===== config.mk =====
export PLATFORM = sky130hd
export DESIGN_NAME = hid_report_size_parser_core
export DESIGN_NICKNAME = d
export VERILOG_FILES = /design/src/hw/rtl/hrsp_pkg.sv /design/src/hw/rtl/hrsp_item_decoder.sv /design/src/hw/rtl/hrsp_result_stage.sv /design/src/hw/rtl/hid_report_size_parser_core.sv
export SDC_FILE = /design/constraint.sdc
export NUM_CORES = 1
export LEC_CHECK = 0
export ABC_AREA = 1
export ABC_CLOCK_PERIOD_IN_PS = 3900
export BUFFER_PORTS_ARGS = -buffer_cell sky130_fd_sc_hd__buf_4
export CORE_ASPECT_RATIO = 0.7
export CORE_MARGIN = 2
export CORE_UTILIZATION = 45
export DETAILED_ROUTE_END_ITERATION = 8
export PLACE_DENSITY_LB_ADDON = 0.08
export SLEW_MARGIN = 20
export SYNTH_ARGS = -nofsm -noshare
export SYNTH_HDL_FRONTEND = slang
export SYNTH_SLANG_ARGS = --single-unit

===== constraint.sdc =====
create_clock -name clock -period 3.9 [get_ports clock]
set_input_delay 0.39 -clock clock [delete_from_list [all_inputs] [get_ports clock]]
set_output_delay 0.39 -clock clock [all_outputs]
set_load 0.02 [all_outputs]

===== src/hw/rtl/hrsp_pkg.sv =====
// ----------------------------------------------------------------------------
// hrsp_pkg
// shared constants and types for the hid report size parser
// ----------------------------------------------------------------------------
package hrsp_pkg;

   localparam int unsigned SIZE_W   = 32;
   localparam int unsigned RSIZE_W  = 11;
   localparam int unsigned STATUS_W = 2;

   // short item prefix codes
   localparam logic [1:0] ITEM_TYPE_MAIN   = 2'd0;
   localparam logic [1:0] ITEM_TYPE_GLOBAL = 2'd1;
   localparam logic [3:0] TAG_INPUT        = 4'd8;
   localparam logic [3:0] TAG_OUTPUT       = 4'd9;
   localparam logic [3:0] TAG_REPORT_COUNT = 4'd9;
   localparam logic [1:0] SIZE_CODE_FOUR   = 2'd3;
   localparam logic [2:0] FOUR_BYTES       = 3'd4;

   // supported report sizes
   localparam logic [SIZE_W-1:0] RPT_SIZE_64   = 32'd64;
   localparam logic [SIZE_W-1:0] RPT_SIZE_512  = 32'd512;
   localparam logic [SIZE_W-1:0] RPT_SIZE_1024 = 32'd1024;

   // result status codes
   localparam logic [STATUS_W-1:0] STATUS_OK          = 2'd0;
   localparam logic [STATUS_W-1:0] STATUS_SIZE_DIFFER = 2'd1;
   localparam logic [STATUS_W-1:0] STATUS_UNSUPPORTED = 2'd2;
   localparam logic [STATUS_W-1:0] STATUS_RESERVED    = 2'd3;

   typedef struct packed {
      logic              done;
      logic [SIZE_W-1:0] in_size;
      logic [SIZE_W-1:0] out_size;
   } hrsp_sizes_type;

endpackage


===== src/hw/rtl/hrsp_item_decoder.sv =====
// ----------------------------------------------------------------------------
// hrsp_item_decoder
// walks the descriptor byte stream, gathers report count, latches sizes
// ----------------------------------------------------------------------------
module hrsp_item_decoder
   import hrsp_pkg::*;
(
   input  logic           clock,
   input  logic           reset,
   input  logic           take,
   input  logic [7:0]     desc_byte,
   input  logic           last_byte,
   output hrsp_sizes_type sizes
);

   logic [SIZE_W-1:0] count_acc_ff, count_acc_in;
   logic [SIZE_W-1:0] in_size_ff, in_size_in;
   logic [SIZE_W-1:0] out_size_ff, out_size_in;
   logic [2:0]        bytes_left_ff, bytes_left_in;
   logic [1:0]        byte_pos_ff, byte_pos_in;
   logic              in_count_ff, in_count_in;

   logic [3:0] item_tag;
   logic [1:0] item_kind;
   logic [1:0] size_code;

   assign item_tag  = desc_byte[7:4];
   assign item_kind = desc_byte[3:2];
   assign size_code = desc_byte[1:0];

   always_comb begin
      count_acc_in  = count_acc_ff;
      in_size_in    = in_size_ff;
      out_size_in   = out_size_ff;
      bytes_left_in = bytes_left_ff;
      byte_pos_in   = byte_pos_ff;
      in_count_in   = in_count_ff;
      if (bytes_left_ff != 3'd0) begin
         // data byte, little-endian shift-in
         if (in_count_ff) begin
            count_acc_in = count_acc_ff | (SIZE_W'(desc_byte) << {byte_pos_ff, 3'b000});
         end
         byte_pos_in   = byte_pos_ff + 2'd1;
         bytes_left_in = bytes_left_ff - 3'd1;
      end else begin
         // prefix byte
         in_count_in = 1'b0;
         priority if (item_kind == ITEM_TYPE_GLOBAL && item_tag == TAG_REPORT_COUNT) begin
            count_acc_in = '0;
            in_count_in  = 1'b1;
         end else if (item_kind == ITEM_TYPE_MAIN && item_tag == TAG_INPUT) begin
            in_size_in = count_acc_ff;
         end else if (item_kind == ITEM_TYPE_MAIN && item_tag == TAG_OUTPUT) begin
            out_size_in = count_acc_ff;
         end else begin
            count_acc_in = count_acc_ff;
         end
         bytes_left_in = (size_code == SIZE_CODE_FOUR) ? FOUR_BYTES : {1'b0, size_code};
         byte_pos_in   = 2'd0;
      end
   end

   assign sizes.done     = take & last_byte;
   assign sizes.in_size  = in_size_in;
   assign sizes.out_size = out_size_in;

   always_ff @(posedge clock) begin
      if (reset || (take && last_byte)) begin
         count_acc_ff  <= '0;
         in_size_ff    <= '0;
         out_size_ff   <= '0;
         bytes_left_ff <= '0;
         byte_pos_ff   <= '0;
         in_count_ff   <= 1'b0;
      end else if (take) begin
         count_acc_ff  <= count_acc_in;
         in_size_ff    <= in_size_in;
         out_size_ff   <= out_size_in;
         bytes_left_ff <= bytes_left_in;
         byte_pos_ff   <= byte_pos_in;
         in_count_ff   <= in_count_in;
      end
   end

endmodule


===== src/hw/rtl/hrsp_result_stage.sv =====
// ----------------------------------------------------------------------------
// hrsp_result_stage
// checks the latched sizes and holds the result word until it is taken
// ----------------------------------------------------------------------------
module hrsp_result_stage
   import hrsp_pkg::*;
(
   input  logic                clock,
   input  logic                reset,
   input  hrsp_sizes_type      sizes,
   input  logic                rsp_stall,
   output logic                rsp_valid,
   output logic [RSIZE_W-1:0]  rsp_rpt_size,
   output logic [STATUS_W-1:0] rsp_status
);

   logic                rsp_valid_ff;
   logic [RSIZE_W-1:0]  rpt_size_ff, rpt_size_in;
   logic [STATUS_W-1:0] status_ff, status_in;
   logic                supported;

   assign supported = (sizes.in_size == RPT_SIZE_64)
                   || (sizes.in_size == RPT_SIZE_512)
                   || (sizes.in_size == RPT_SIZE_1024);

   always_comb begin
      rpt_size_in = '0;
      priority if (sizes.in_size != sizes.out_size) begin
         status_in = STATUS_SIZE_DIFFER;
      end else if (!supported) begin
         status_in = STATUS_UNSUPPORTED;
      end else begin
         status_in   = STATUS_OK;
         rpt_size_in = sizes.in_size[RSIZE_W-1:0];
      end
   end

   always_ff @(posedge clock) begin
      if (reset) begin
         rsp_valid_ff <= 1'b0;
      end else if (sizes.done) begin
         rsp_valid_ff <= 1'b1;
      end else if (!rsp_stall) begin
         rsp_valid_ff <= 1'b0;
      end
   end

   always_ff @(posedge clock) begin
      if (sizes.done) begin
         rpt_size_ff <= rpt_size_in;
         status_ff   <= status_in;
      end
   end

   assign rsp_valid    = rsp_valid_ff;
   assign rsp_rpt_size = rpt_size_ff;
   assign rsp_status   = status_ff;

endmodule


===== src/hw/rtl/hid_report_size_parser_core.sv =====
// ----------------------------------------------------------------------------
// hid_report_size_parser_core
// report size detection over a hid report descriptor byte stream
// ----------------------------------------------------------------------------
// One descriptor byte is taken per cycle. The byte flagged last gives one
// result word in the next cycle: status ok with the report size, or a nonzero
// status with size 0. Bytes keep flowing while that word waits; the input
// stalls only while a result is held and the result side stalls. After the
// flagged byte the parser starts a fresh descriptor.
module hid_report_size_parser_core
   import hrsp_pkg::*;
(
   input  logic                clock,
   input  logic                reset,
   input  logic                req_valid,
   output logic                req_stall,
   input  logic [7:0]          req_desc_byte,
   input  logic                req_last_byte,
   output logic                rsp_valid,
   input  logic                rsp_stall,
   output logic [RSIZE_W-1:0]  rsp_rpt_size,
   output logic [STATUS_W-1:0] rsp_status
);

   hrsp_sizes_type sizes;
   logic           take;

   assign req_stall = rsp_valid & rsp_stall;
   assign take      = req_valid & ~req_stall;

   hrsp_item_decoder u_decoder (
      .clock     (clock),
      .reset     (reset),
      .take      (take),
      .desc_byte (req_desc_byte),
      .last_byte (req_last_byte),
      .sizes     (sizes)
   );

   hrsp_result_stage u_result (
      .clock        (clock),
      .reset        (reset),
      .sizes        (sizes),
      .rsp_stall    (rsp_stall),
      .rsp_valid    (rsp_valid),
      .rsp_rpt_size (rsp_rpt_size),
      .rsp_status   (rsp_status)
   );

endmodule


==> impl_metrics.py, run 1 <==
metrics = {
    "run_status": {
        "status": "finished clean",
    },
    "place": {
        "place_congestion": 0.854,
        "hpwl_um": 11800,
        "postPlaceCellArea_um2": 6890,
        "io_buffer_count": 27,
    },
    "synth": {
        "syn_inst": 1067,
        "yosysWarnings": 0,
        "ys_seq_area_share_pct": 37.3,
        "synth-async-reset-ratio_pct": 0,
        "ys_types": 31,
        "synth-edff-count": 13,
        "synth_area_um2": 6580,
        "synthFlopType": "dfxtp_1",
        "synth.ff_latch_count": 116,
        "avgSynthCellArea_um2": 6.16,
    },
    "timing": {
        "setup_viol": 0,
        "finClkSkew_ns": 0.0109,
        "fmax_mhz": 347,
        "worstMarginPinSlew_ns": 0.813,
        "maxSlewViolCount": 0,
        "tns_ns": 0,
        "fin_crit_ns": 2.88,
        "hold_viol_final": 0,
        "min_period_over_period_pct": 74.0,
        "relSlewSlack_pct": 45.8,
        "rsz0062_at_grt": "no",
        "holdWs_ns": 0.267,
    },
    "die": {
        "initial_core_util_pct": 46.6,
        "die_x_um": 148,
        "die_area_um2": 15600,
        "core_um2": 14100,
        "io_pins": 28,
        "dieHeight_um": 105,
        "num_rows": 36,
    },
    "worst_setup_path": {
        "worst_ep_arrival_time_ns": 3.15,
        "crit_path_start_kind": "flip-flop",
        "crit_type": "reg -> reg",
        "end_kind": "flip-flop",
        "worstPathMaxFanout": 45,
        "crit_required_ns": 4.17,
    },
    "worst_hold_path": {
        "min_path_type": "in -> reg",
    },
    "clock_tree": {
        "clockBufferDepth": 2,
        "root_buffer": "clkbuf_16",
        "cts_tree": "done",
        "clk_pin_slew_ns": 0.06,
        "cts_hold_buffers": 0,
        "insertion_delay_ns": 0.41,
        "cts_made_buffers": 17,
        "cts_htree_levels": 4,
        "ctsResizeCount": 0,
        "cts_setup_buffers": 0,
        "clock-sinks": 116,
    },
    "layout": {
        "diodes": 0,
        "layout-drive-gt1-share_pct": 8.16,
        "layout_commonest_cell": "nand2_1",
        "fin_area_um2": 7520,
        "area_growth_pct": 14.3,
        "nets": 1093,
        "final_core_util_pct": 53.3,
        "layout_common_cells": "nand2_1 (338), inv_1 (185), dfxtp_1 (103), nand3_1 (88), a21oi_1 (82)",
        "fill_cells": 1416,
    },
    "flow_run": {
        "drv_cap": 0,
    },
    "pwr": {
        "leakage_nw": 4.00,
        "vdd_drop_max_mv": 0.212,
        "power.density_nw_per_um2": 452,
    },
    "routing": {
        "via_count": 6298,
        "drt-initial-drc-count": 539,
        "drcViolationCount": 0,
        "wl_per_cell_um": 13.6,
        "vias_per_cell": 4.92,
        "postRouteWirelength_um": 17400,
        "dr.pass1.iters": 5,
        "antenna_left": 0,
    },
    "grt": {
        "grt_pass1_wl_um": 28400,
        "overflow": 0,
        "grt_antenna_before_repair": 0,
        "grt_pass1_vias": 5437,
        "grt_max_degree": 78,
        "grtUsageTotal_pct": 23.1,
    },
}
-- where the power goes --
group	leakage [nW]	internal [mW]	switching, mW
sequential	0.960	1.26	0.0258
combinational	2.73	0.140	0.310
clock	0.306	1.07	0.592
-- state kept, by name (all words and copies together), names as in the netlist --
| name | cells |
|---|---|
| u_decoder.in_count_ff | 1 |
| u_result.rsp_valid | 1 |
| u_decoder.bytes_left_ff | 3 |
| u_result.rsp_status | 2 |
| u_decoder.out_size_ff | 32 |
| u_result.rsp_rpt_size | 11 |
| u_decoder.byte_pos_ff | 2 |
| u_decoder.count_acc_ff | 32 |
| u_decoder.in_size_ff | 32 |
-- cells by family after synthesis --
| logic type | share of synthesized area (%) |
|---|---|
| AO/OA/AOI/OAI | 14.6 |
| XOR/XNOR | 0.133 |
| adder cells (fa/ha/maj) | 0.380 |
| buffers and inverters | 15.1 |
| flip-flops | 37.3 |
| other | 0.0570 |
| AND/OR/NAND/NOR | 32.4 |
-- cells in the mapped netlist (all sizes together), types with 2 or more instances --
master | count | area, um2
a21oi | 82 | 410
buf | 34 | 210
clkbuf | 22 | 82.6
dfxtp | 103 | 2060
edfxtp | 13 | 390
ha | 2 | 25.0
inv | 187 | 702
nand2 | 343 | 1310
nand3 | 88 | 440
nand4 | 5 | 31.3
nor2 | 78 | 343
nor3 | 2 | 10.0
o211ai | 2 | 15.0
o21ai | 100 | 504
-- metal layers --
layer  up-vias  GRT usage (%)  part of all wire [%]
met5         -              0                     0
met4         0           6.12                   1.2
met3        19           4.67                   6.5
met2       187           32.1                    39
met1      2766           35.8                    53
li1       3326              -                     -
-- area by class of cell --
class | count | area, um2 | share of cell area [%]
inverters | 187 | 702 | 9.34
flip-flops and latches | 116 | 2450 | 32.6
multi-input cells | 715 | 3170 | 42.2
well taps | 190 | 238 | 3.16
clock inverters | 10 | 114 | 1.51
clock buffers | 22 | 517 | 6.87
repair buffers | 41 | 320 | 4.26
-- final timing paths --
kind	startpoint	to	slack, ns	depth (start not counted)
max reg2reg	u_decoder.bytes_left_ff[0]	u_result.rsp_rpt_size[10]	1.02	15
max	u_decoder.bytes_left_ff[0]	u_result.rsp_rpt_size[10]	1.02	15
min	reset	u_result.rsp_valid	0.27	4
min reg2reg	u_decoder.count_acc_ff[18]	u_decoder.count_acc_ff[18]	0.48	2
-- per-stage QoR --
| stage | std cells | worst slack, ns | total power [mW] |
|---|---|---|---|
| after floorplan | 1074 | 1.92 | 1.64 |
| after global placement | 1249 | 1.10 | 1.75 |
| after CTS | 1281 | 1.04 | 3.42 |
| final | 1281 | 1.02 | 3.40 |
| after detailed placement | 1249 | 1.05 | 1.75 |
| after global routing | 1281 | 0.718 | 3.54 |
-- critical path, stage by stage (launching register included) --
cell and delay [ns]:
dfxtp_1 0.31, inv_1 0.09, ha_1 0.17, nand2_2 0.13, nor2_8 0.34, nand2_4 0.39, buf_4 0.31, o21ai_0 0.21
nand2_1 0.08, nand2_1 0.11, nand2_1 0.06, nor2_1 0.15, nand2_1 0.08, nor2_2 0.10, nand3_1 0.11, nor2_1 0.10
Note: power is estimated with default switching activity, not from simulation.
==> run 2: changes to the inputs <==
ABC_AREA = 0   (was 1)
ABC_CLOCK_PERIOD_IN_PS = 2990   (was 3900)
clock period = 2.99 ns   (was 3.9 ns; I/O delays follow)
==> impl_metrics.py, run 2 <==
metrics = {
    "die": {
        "num_rows": 35,
        "io_pins": 28,
        "initial_core_util_pct": 46.0,
        "dieHeight_um": 101,
        "core_um2": 13100,
        "die_x_um": 142,
        "die_area_um2": 14400,
    },
    "clock_tree": {
        "cts_made_buffers": 17,
        "cts_tree": "done",
        "clk_pin_slew_ns": 0.06,
        "cts_hold_buffers": 0,
        "cts_htree_levels": 4,
        "clock-sinks": 116,
        "root_buffer": "clkbuf_16",
        "clockBufferDepth": 2,
        "insertion_delay_ns": 0.43,
    },
    "synth": {
        "yosysWarnings": 0,
        "synth_common_cells": "nand2_1 (175), a21oi_1 (123), dfxtp_1 (103)",
        "avgSynthCellArea_um2": 7.69,
        "synth.ff_latch_count": 116,
        "synth_area_leaders": "dfxtp_1 (34%), nand2_1 (11%), a21oi_1 (10%)",
        "ys_types": 57,
        "syn_inst": 785,
        "synth_area_um2": 6040,
        "ys_seq_area_share_pct": 40.6,
        "synth_top_area_share_pct": 34.2,
        "synth-async-reset-ratio_pct": 0,
        "synth-edff-count": 13,
        "yosysMostFrequentCell": "nand2_1",
        "yosysTopAreaCell": "dfxtp_1",
        "synthFlopType": "dfxtp_1",
    },
    "timing": {
        "min_period_over_period_pct": 103,
        "fmax_mhz": 324,
        "tns_ns": -0.280,
        "fin_crit_ns": 3.08,
        "setup_viol": 4,
        "setup_slack_ns": -0.0929,
        "rsz0062_at_grt": "yes",
        "hold_viol_final": 0,
        "relSlewSlack_pct": 66.4,
        "maxSlewViolCount": 0,
        "holdWs_ns": 0.0236,
        "worstMarginPinSlew_ns": 0.501,
        "finClkSkew_ns": 0.00925,
    },
    "place": {
        "place_congestion": 0.905,
        "hpwl_um": 13400,
        "io_buffer_count": 27,
    },
    "worst_hold_path": {
        "min_path_type": "in -> reg",
        "min_delay_path_depth": 2,
        "hold_start": "reset",
    },
    "pwr": {
        "leakage_nw": 2.74,
        "power.density_nw_per_um2": 527,
        "vdd_drop_max_mv": 0.375,
    },
    "flow_run": {
        "drv_cap": 0,
    },
    "grt": {
        "grtUsageTotal_pct": 28.7,
        "grt_pass1_vias": 5618,
        "grt_pass1_wl_um": 31100,
        "grt_max_degree": 65,
        "overflow": 0,
        "grt_antenna_before_repair": 0,
    },
    "worst_setup_path": {
        "startpoint": "u_decoder.bytes_left_ff[0]",
        "r2r-start": "u_decoder.bytes_left_ff[0]",
        "r2r_setup_slack_ns": -0.09,
        "crit_type": "reg -> reg",
        "worstRegToRegCells": 10,
        "worstPathMaxFanout": 7,
        "crit_path_start_kind": "flip-flop",
        "end_kind": "flip-flop",
        "worst_ep_arrival_time_ns": 3.26,
        "crit_required_ns": 3.16,
    },
    "layout": {
        "final_core_util_pct": 58.5,
        "nets": 867,
        "fill_cells": 1232,
        "layout_commonest_cell": "nand2_1",
        "reg.largest.list": "u_decoder.count_acc_ff: 32 flops, u_decoder.in_size_ff: 32 flops, u_decoder.out_size_ff: 32 flops",
        "area_growth_pct": 27.3,
        "layout_common_cells": "nand2_1 (174), a21oi_1 (123), dfxtp_1 (102), buf_4 (86), nor2_1 (47)",
        "diodes": 0,
        "layout-drive-gt1-share_pct": 23.5,
    },
    "run_status": {
        "status": "finished with violations",
        "violations": "negative setup slack",
    },
    "routing": {
        "drt-initial-drc-count": 654,
        "dr.pass1.iters": 6,
        "antenna_left": 0,
        "postRouteWirelength_um": 20100,
        "via_count": 6124,
        "drcViolationCount": 0,
        "vias_per_cell": 5.94,
        "wl_per_cell_um": 19.5,
    },
}
==> run 2: cell types whose count changed in the layout (fill, tap and decap cells not counted), sizes merged, moves of 11 or more <==
cell | previous run | this run
inv | 190 | 22
nand2 | 343 | 175
o21ai | 100 | 15
nand3 | 88 | 8
buf | 41 | 98
a21oi | 82 | 123
nor2 | 78 | 52
or2 | 0 | 26
nor3 | 2 | 25
nor4 | 0 | 19
xnor2 | 0 | 19
a211oi | 0 | 16
a22oi | 0 | 16
o22ai | 0 | 11
==> run 2: power by group <==
group          switching (mW)  internal [mW]  total, mW
sequential            0.00851           1.59       1.60
clock                   0.820           1.30       2.12
combinational           0.194          0.133      0.327
==> run 2: cell families (layout without fill, tap and decap cells) <==
group | count (synthesis) | in the layout | synth area share (%)
and+or+nand+nor | 339 | 340 | 26.1
AOI/OAI and AO/OA | 212 | 212 | 21.2
DFF | 116 | 116 | 40.6
buffers and inverters | 75 | 147 | 5.43
xor gates and xnor gates | 30 | 30 | 4.35
muxes | 10 | 10 | 1.80
adders and majority gates | 2 | 2 | 0.414
other | 1 | 8 | 0.0621
==> run 2: per-layer routing <==
layer,GRT usage (%),up-vias,wire length (um)
met5,0,-,0
met4,10.2,0,501
met1,41.8,2937,9540
met2,41.8,264,8350
met3,5.99,40,1670
li1,-,2883,-
==> run 2: cell type report <==
class                      count  area (um2)  area share [%]
clock buffer                  18         450            5.86
clock inverter                14         166            2.17
inverter                      16        60.1           0.781
multi-input combinational    602        3500            45.5
sequential                   116        2450            31.9
tap                          166         208            2.70
timing repair buffer          99         850            11.1
==> run 2: timing repair <==
item	4_1_cts	5_1_grt
setup endpoints to repair	5	5
buffers inserted	4	2
pin swaps	17	14
resized for setup	30	18
gates cloned	1	1
==> run 2: worst paths after layout <==
kind / endpoint
min: u_result.rsp_valid
min reg2reg: u_decoder.out_size_ff[2]
max: u_result.rsp_status[0]
max reg2reg: u_result.rsp_status[0]
==> run 2: critical path, cell delays in order, from the launching register on <==
cell and delay [ns]:
dfxtp_2 0.32, inv_2 0.07, ha_4 0.17, or4b_4 0.58
buf_6 0.17, a211oi_2 0.16, a211oi_2 0.07, a2111oi_2 0.28
nand4_1 0.18, or4b_4 0.58, or2_1 0.24
==> run 2: stage by stage <==
stage	instance area [um2]	instances	total power [mW]	worst slack [ns]
3_3_place_gp	6760	991	1.90	-0.248
4_1_cts	7570	1028	4.04	-0.146
3_5_place_dp	6760	991	1.90	-0.384
2_1_floorplan	6070	792	1.78	0.00472
6_report	7690	1031	4.05	-0.0929
5_1_grt	7690	1031	4.16	-0.207
